<file path="src/sv/swhd_pkg.sv">
// ----------------------------------------------------------------------------
// swhd_pkg
// shared types, constants and the crc byte step for the header deframer
// ----------------------------------------------------------------------------
package swhd_pkg;

  localparam int unsigned WIN_BYTES = 16;
  localparam int unsigned LAST_CELL = 15;

  localparam logic [31:0] SYNC_RESET = 32'hFE45_6688;
  localparam logic [31:0] CRC_POLY   = 32'h04C1_1DB7;
  localparam logic [31:0] CRC_INIT   = 32'hFFFF_FFFF;

  localparam logic KIND_HEADER  = 1'b0;
  localparam logic KIND_PAYLOAD = 1'b1;

  typedef struct packed {
    logic        kind;
    logic [31:0] sequence_number;
    logic [15:0] payload_length;
    logic [7:0]  payload_byte;
    logic        last;
  } result_t;

  // control shared by every cell of the window
  typedef struct packed {
    logic        shift_en;
    logic [31:0] word;
  } cell_bus_t;

  // eight msb-first steps of the crc register, no data folded in
  function automatic logic [31:0] crc_shift8(input logic [31:0] crc_in);
    logic [31:0] c;
    c = crc_in;
    for (int k = 0; k < 8; k++) begin
      if (c[31]) begin
        c = {c[30:0], 1'b0} ^ CRC_POLY;
      end else begin
        c = {c[30:0], 1'b0};
      end
    end
    return c;
  endfunction

endpackage

</file>
<file path="src/sv/swhd_in_if.sv">
// ----------------------------------------------------------------------------
// swhd_in_if
// byte request channel into the deframer
// ----------------------------------------------------------------------------
interface swhd_in_if;
  logic       valid;
  logic       ready;
  logic [7:0] rx_byte;

  modport source (output valid, output rx_byte, input ready);
  modport sink   (input valid, input rx_byte, output ready);
endinterface

</file>
<file path="src/sv/swhd_out_if.sv">
// ----------------------------------------------------------------------------
// swhd_out_if
// result request channel out of the deframer
// ----------------------------------------------------------------------------
interface swhd_out_if;
  logic        valid;
  logic        ready;
  logic        kind;
  logic [31:0] sequence_number;
  logic [15:0] payload_length;
  logic [7:0]  payload_byte;
  logic        last;

  modport source (output valid, output kind, output sequence_number,
                  output payload_length, output payload_byte, output last,
                  input ready);
  modport sink   (input valid, input kind, input sequence_number,
                  input payload_length, input payload_byte, input last,
                  output ready);
endinterface

</file>
<file path="src/sv/swhd_cell.sv">
// ----------------------------------------------------------------------------
// swhd_cell
// one window byte plus, when CRC_EN is set, the running crc of one candidate header start
// ----------------------------------------------------------------------------
module swhd_cell
  import swhd_pkg::*;
#(
  parameter bit CRC_EN  = 1'b0,
  parameter bit SEED_EN = 1'b0,
  parameter bit WORD_EN = 1'b0
) (
  input  logic        clk,
  input  cell_bus_t   bus,
  input  logic [7:0]  byte_in,
  input  logic [31:0] crc_in,
  output logic [7:0]  byte_out,
  output logic [31:0] crc_out
);

  logic [7:0] data_byte;

  always_ff @(posedge clk) begin
    if (bus.shift_en) begin
      data_byte <= byte_in;
    end
  end

  assign byte_out = data_byte;

  generate
    if (CRC_EN) begin : g_crc
      logic [31:0] crc;
      logic [31:0] crc_next;
      logic [31:0] base;

      always_comb begin
        base = SEED_EN ? CRC_INIT : crc_shift8(crc_in);
        crc_next = WORD_EN ? (base ^ bus.word) : base;
      end

      always_ff @(posedge clk) begin
        if (bus.shift_en) begin
          crc <= crc_next;
        end
      end

      assign crc_out = crc;
    end else begin : g_no_crc
      assign crc_out = '0;
    end
  endgenerate

endmodule

</file>
<file path="src/sv/sync_word_header_deframer_top.sv">
// ----------------------------------------------------------------------------
// sync_word_header_deframer_top
// sliding 16-byte window deframer: sync word plus crc-32 header, then payload
// ----------------------------------------------------------------------------
// each result is registered in the output register, or in the skid entry while that register waits
// throughput: one byte per cycle while the skid entry is empty, set by one crc byte step per window cell
// a two-entry output buffer lets bytes in while a result waits to be taken
// reset (rst, synchronous): search mode, empty window, count zero, no result
// pending, sync word back to its default; window bytes themselves not cleared
module sync_word_header_deframer_top
  import swhd_pkg::*;
(
  input  logic        clk,
  input  logic        rst,
  input  logic        cfg_wr_en,
  input  logic [31:0] cfg_wr_data,
  swhd_in_if.sink     rx,
  swhd_out_if.source  res
);

  // configuration
  logic [31:0] sync_word;

  // deframer control state
  logic        in_payload;
  logic [15:0] bytes_remaining;
  logic [4:0]  window_fill;

  // output register and skid entry
  result_t     o_data;
  result_t     s_data;
  logic        o_valid;
  logic        s_valid;

  logic        accept;
  logic        pop;
  logic        push;
  logic        produce;
  result_t     result;

  // cell chain: cell 0 holds the newest byte, cell 15 the oldest
  cell_bus_t   bus;
  logic [7:0]  cell_byte [WIN_BYTES];
  logic [31:0] cell_crc  [WIN_BYTES];

  logic [31:0] word0;
  logic [31:0] word1;
  logic [31:0] word2;
  logic        window_full;
  logic        crc_ok;
  logic        match;

  assign rx.ready = !s_valid;
  assign accept   = rx.valid && rx.ready;

  // window only slides while searching
  assign bus.shift_en = accept && !in_payload;
  // word 3 of the window once the new byte is in, little-endian
  assign bus.word     = {rx.rx_byte, cell_byte[0], cell_byte[1], cell_byte[2]};

  // each cell carries the crc of a header candidate one byte younger than
  // its neighbour; words are folded in at every fourth byte and the last
  // word's shift finishes as word 3 arrives
  genvar i;
  generate
    for (i = 0; i < WIN_BYTES; i++) begin : g_cell
      logic [7:0]  byte_feed;
      logic [31:0] crc_feed;

      if (i == 0) begin : g_head
        assign byte_feed = rx.rx_byte;
        assign crc_feed  = CRC_INIT;
      end else begin : g_body
        assign byte_feed = cell_byte[i-1];
        assign crc_feed  = cell_crc[i-1];
      end

      swhd_cell #(
        .CRC_EN  ((i >= 3) && (i < LAST_CELL)),
        .SEED_EN (i == 3),
        .WORD_EN ((i % 4) == 3)
      ) u_cell (
        .clk      (clk),
        .bus      (bus),
        .byte_in  (byte_feed),
        .crc_in   (crc_feed),
        .byte_out (cell_byte[i]),
        .crc_out  (cell_crc[i])
      );
    end
  endgenerate

  // header words as they stand once the incoming byte has shifted in
  assign word0 = {cell_byte[11], cell_byte[12], cell_byte[13], cell_byte[14]};
  assign word1 = {cell_byte[7],  cell_byte[8],  cell_byte[9],  cell_byte[10]};
  assign word2 = {cell_byte[3],  cell_byte[4],  cell_byte[5],  cell_byte[6]};

  assign window_full = window_fill >= 5'(WIN_BYTES - 1);
  assign crc_ok      = crc_shift8(cell_crc[LAST_CELL-1]) == bus.word;
  assign match       = window_full && (word0 == sync_word) && crc_ok;

  // result for the byte at the input
  always_comb begin
    result  = '0;
    produce = 1'b0;
    if (in_payload) begin
      produce             = 1'b1;
      result.kind         = KIND_PAYLOAD;
      result.payload_byte = rx.rx_byte;
      result.last         = bytes_remaining <= 16'd1;
    end else if (match) begin
      produce                = 1'b1;
      result.kind            = KIND_HEADER;
      result.sequence_number = word1;
      result.payload_length  = word2[15:0];
    end
  end

  assign push = accept && produce;
  assign pop  = o_valid && res.ready;

  // sync word register
  always_ff @(posedge clk) begin
    if (rst) begin
      sync_word <= SYNC_RESET;
    end else if (cfg_wr_en) begin
      sync_word <= cfg_wr_data;
    end
  end

  // search and payload control
  always_ff @(posedge clk) begin
    if (rst) begin
      in_payload      <= 1'b0;
      bytes_remaining <= '0;
      window_fill     <= '0;
    end else if (accept) begin
      if (in_payload) begin
        if (bytes_remaining <= 16'd1) begin
          bytes_remaining <= '0;
          in_payload      <= 1'b0;
          window_fill     <= '0;
        end else begin
          bytes_remaining <= bytes_remaining - 16'd1;
        end
      end else if (match) begin
        // zero length drops straight back to the search
        window_fill     <= '0;
        bytes_remaining <= word2[15:0];
        in_payload      <= word2[15:0] != 16'd0;
      end else if (window_fill < 5'(WIN_BYTES)) begin
        window_fill <= window_fill + 5'd1;
      end
    end
  end

  // output register with skid entry
  always_ff @(posedge clk) begin
    if (rst) begin
      o_valid <= 1'b0;
      s_valid <= 1'b0;
    end else if (s_valid) begin
      if (pop) begin
        o_valid <= 1'b1;
        s_valid <= 1'b0;
      end
    end else if (push) begin
      if (!o_valid || pop) begin
        o_valid <= 1'b1;
      end else begin
        s_valid <= 1'b1;
      end
    end else if (pop) begin
      o_valid <= 1'b0;
    end
  end

  always_ff @(posedge clk) begin
    if (s_valid) begin
      if (pop) begin
        o_data <= s_data;
      end
    end else if (push) begin
      if (!o_valid || pop) begin
        o_data <= result;
      end else begin
        s_data <= result;
      end
    end
  end

  assign res.valid           = o_valid;
  assign res.kind            = o_data.kind;
  assign res.sequence_number = o_data.sequence_number;
  assign res.payload_length  = o_data.payload_length;
  assign res.payload_byte    = o_data.payload_byte;
  assign res.last            = o_data.last;

endmodule
</file>
<file path="src/flat_wrapper.sv">
// flat-port wrapper written by rule: the top's interface ports become plain ports
module sync_word_header_deframer_top_flat import swhd_pkg::*;
  (clk, rst, cfg_wr_en, cfg_wr_data, rx_valid, rx_rx_byte, rx_ready, res_valid, res_kind, res_sequence_number, res_payload_length, res_payload_byte, res_last, res_ready);
  swhd_in_if rx_i ();
  swhd_out_if res_i ();
  input  logic clk;
  input  logic rst;
  input  logic cfg_wr_en;
  input  logic [31:0] cfg_wr_data;
  input wire logic [$bits(rx_i.valid)-1:0] rx_valid;
  input wire logic [$bits(rx_i.rx_byte)-1:0] rx_rx_byte;
  output wire logic [$bits(rx_i.ready)-1:0] rx_ready;
  output wire logic [$bits(res_i.valid)-1:0] res_valid;
  output wire logic [$bits(res_i.kind)-1:0] res_kind;
  output wire logic [$bits(res_i.sequence_number)-1:0] res_sequence_number;
  output wire logic [$bits(res_i.payload_length)-1:0] res_payload_length;
  output wire logic [$bits(res_i.payload_byte)-1:0] res_payload_byte;
  output wire logic [$bits(res_i.last)-1:0] res_last;
  input wire logic [$bits(res_i.ready)-1:0] res_ready;
  assign rx_i.valid = rx_valid;
  assign rx_i.rx_byte = rx_rx_byte;
  assign rx_ready = rx_i.ready;
  assign res_valid = res_i.valid;
  assign res_kind = res_i.kind;
  assign res_sequence_number = res_i.sequence_number;
  assign res_payload_length = res_i.payload_length;
  assign res_payload_byte = res_i.payload_byte;
  assign res_last = res_i.last;
  assign res_i.ready = res_ready;
  sync_word_header_deframer_top u_core (.clk(clk), .rst(rst), .cfg_wr_en(cfg_wr_en), .cfg_wr_data(cfg_wr_data), .rx(rx_i), .res(res_i));
endmodule
</file>
<file path="config.mk">
export PLATFORM = sky130hd
export DESIGN_NAME = sync_word_header_deframer_top_flat
export DESIGN_NICKNAME = d
export VERILOG_FILES = /design/src/sv/swhd_pkg.sv /design/src/sv/swhd_in_if.sv /design/src/sv/swhd_out_if.sv /design/src/sv/swhd_cell.sv /design/src/sv/sync_word_header_deframer_top.sv /design/src/flat_wrapper.sv
export SDC_FILE = /design/constraint.sdc
export NUM_CORES = 1
export LEC_CHECK = 0
export ABC_AREA = 1
export BUFFER_PORTS_ARGS = -buffer_cell sky130_fd_sc_hd__buf_2
export CORE_AREA = 2 2 235 237
export CTS_CLUSTER_DIAMETER = 30
export DETAILED_ROUTE_END_ITERATION = 10
export DIE_AREA = 0 0 237 239
export GPL_TIMING_DRIVEN = 1
export PLACE_DENSITY = 0.77
export SLEW_MARGIN = 5
export SYNTH_ARGS = -nofsm -noshare
export SYNTH_HDL_FRONTEND = slang
export SYNTH_SLANG_ARGS = --single-unit
</file>
<file path="constraint.sdc">
create_clock -name clk -period 29.1 [get_ports clk]
set_input_delay 2.91 -clock clk [delete_from_list [all_inputs] [get_ports clk]]
set_output_delay 2.91 -clock clk [all_outputs]
set_load 0.005 [all_outputs]
</file>
==> flow_summary.json <==
{
  "viasPerCell": 5.366,
  "worstPathArrival_ns": 3.30,
  "wl_per_cell_um": 20.87,
  "fmax_mhz": 160.9,
  "nets": 2839,
  "synth_fp_nets": 2700,
  "postSynthCellCount": 2651,
  "yosysMostFrequentCell": "edfxtp_1",
  "wirelength_mm": 75.18,
  "ys.flop_type": "edfxtp_1",
  "ys_ff_latch": 676,
  "path_clk_slew_ns": 0.05,
  "hold_buffers": 0,
  "start_util": 0.5933,
  "place_congestion": 0.8883,
  "synth.area.top_cells": "edfxtp_1 58%, xnor2_1 12%, xor2_1 12%, nand2_1 4.7%, dfxtp_1 3.5%",
  "ir_drop_uv": 143.1,
  "track_usage": 0.2695,
  "post-cts-setup-buffers": 0,
  "overflow": 0,
  "coreArea_um2": 54340,
  "status": "complete, no violations",
  "crit_type": "reg2out",
  "synth_area_um2": 32240,
  "cp_slowest_cell": "clkinv_1",
  "seq_area_frac_synth": 0.6122,
  "dp_hpwl_mm": 50.62,
  "drtPass1Iterations": 6,
  "io_pins": 105,
  "grt_max_degree": 192,
  "die_w_um": 237,
  "area_growth_pct": 17.13,
  "clk_latency_ns": 0.70,
  "cts_root_buffer": "clkbuf_16",
  "die_area_um2": 56640,
  "clock-sinks": 676,
  "vias": 19335,
  "report.final.hold_viol_count": 0,
  "path_buf_inv": 2,
  "port_buffers": 104,
  "diodes": 0,
  "grt_pass1_vias": 19302,
  "fin_crit_sh": 0.2136,
  "ys_async_sr_fraction": 0,
  "max-cap-violations": 0,
  "relSlewSlack": 0.2016,
  "worstPathRequired_ns": 26.19,
  "clockBufferDepth": 3,
  "fp.dieH_um": 239,
  "p_per_area_nw_per_um2": 147.3,
  "slowest_delay_ns": 1.14,
  "drv_slew": 0,
  "leakagePower_uw": 0.01429,
  "cp_max_fo": 54,
  "cts-buffers-inserted": 132,
  "hold_class": "reg2reg",
  "grt_pass1_wl_mm": 113.4,
  "ctsHtreeMaxLevel": 4,
  "crit_chain": "clkinv_1 -> buf_2",
  "yosysUniqueCellTypes": 38,
  "fillers": 3644,
  "synthTopCellsByCount": "620 x edfxtp_1, 441 x xnor2_1, 436 x xor2_1, 405 x nand2_1, 165 x inv_1",
  "ys.warnings.count": 0,
  "utilization": 0.6950,
  "rows": 86,
  "drt-initial-drc-count": 1701,
  "cts_resized": 0,
  "min_period_ns": 6.215,
  "synth_area_leader_cell": "edfxtp_1",
  "antenna_found_initial": 2,
  "skew_ns": 0.03398,
  "worstSetupEndpointType": "primary output",
  "yosys.area.top_type_share": 0.5775,
  "rsz0062_at_grt": "no",
  "start_kind": "flip-flop",
  "worst_slew_pin_slew_ns": 1.198,
  "drive_above_1_share": 0.1311,
  "multiInputGateArea_um2": 11380,
  "setup_tns_ns": 0,
  "drcViolationCount": 0,
  "setup_violations": 0,
  "cts_tree": "yes",
  "seqCellArea_um2": 19740,
  "syn_area_per_cell_um2": 12.16,
  "synth_edf_count": 620,
  "final_antenna_net_count": 0,
  "cp_top_family": "buffers and inverters"
}
state kept, by name, indices dropped and copies added, names as in the netlist:
| name | count |
|---|---|
| u_core.res.kind | 1 |
| u_core.in_payload | 1 |
| u_core.sync_word | 32 |
| u_core.window_fill | 5 |
| u_core.res.payload_byte | 8 |
| u_core.g_cell.u_cell.byte_out | 120 |
| u_core.s_valid | 1 |
| u_core.g_cell.u_cell.crc_out | 384 |
| u_core.s_data | 58 |
| u_core.res.valid | 1 |
| u_core.res.sequence_number | 32 |
| u_core.res.last | 1 |
| u_core.res.payload_length | 16 |
| u_core.bytes_remaining | 16 |
area by class of cell:
class | instances | area share
well taps | 704 | 0.02333
flip-flops and latches | 676 | 0.5228
inverters | 175 | 0.01746
repair buffers | 112 | 0.01570
clock buffers | 152 | 0.09115
multi-input cells | 1693 | 0.3012
clock inverters | 91 | 0.02836
per-layer routing:
| layer | track usage | routed length (um) |
|---|---|---|
| met2 | 0.4550 | 37220 |
| met4 | 0.1091 | 2398 |
| met5 | 0 | 20 |
| met3 | 0.05162 | 4875 |
| met1 | 0.3447 | 30670 |
path summary, 6_finish.rpt:
path	start	to	slack, ns	depth (start not counted)
max	u_core.s_valid	rx_ready	22.89	2
min	u_core.g_cell[4].u_cell.byte_out[6]	u_core.g_cell[5].u_cell.byte_out[6]	0.41	0
max reg2reg	u_core.s_valid	u_core.g_cell[13].u_cell.crc_out[2]	24.55	5
min reg2reg	u_core.g_cell[4].u_cell.byte_out[6]	u_core.g_cell[5].u_cell.byte_out[6]	0.41	0
metrics by stage:
step	setup slack, ns	area (um^2)	power, uW	std cells	hold slack, ns
global route	22.66	37760	5849	3603	0.4208
global placement	22.95	33250	3977	3360	0.4012
floorplan	3.838	32240	3521	2651	0.4003
CTS	22.86	37760	5587	3603	0.4180
detailed placement	22.92	33250	4012	3360	0.4045
finish	22.89	37760	5564	3603	0.4147
report_power, final:
part	switching, uW	internal [uW]
clock	514	1010
combinational	1220	910
sequential	273	1640
layout by cell type (no fill, tap or decap), types with 4 or more instances in the layout:
cell type,count
ha_1,4
nand3b_1,6
nand2_2,12
nor2_1,142
inv_1,164
dfxtp_1,54
clkbuf_1,17
inv_2,8
inv_6,8
clkbuf_16,135
clkinv_2,18
a21oi_2,6
clkinv_1,16
nand4_1,5
nand3_2,7
buf_2,104
o21ai_1,5
nand3_1,65
xor2_1,436
xor2_2,9
buf_4,7
edfxtp_1,620
nor3_1,4
o21ai_0,71
inv_8,5
clkinv_8,6
nor4_1,6
nand2_1,405
clkinvlp_4,15
bufinv_16,17
xnor2_1,441
a21oi_1,51
clkinv_4,7
cells by family after synthesis:
family	Yosys count	synth area share
simple gates	664	0.08518
compound gates	138	0.02239
mux	1	0.0003492
fa+ha+maj	4	0.001552
buf+inv	282	0.03551
xor+xnor	886	0.2428
flops	676	0.6122
No activity file was read; power rests on OpenSTA's default activity.
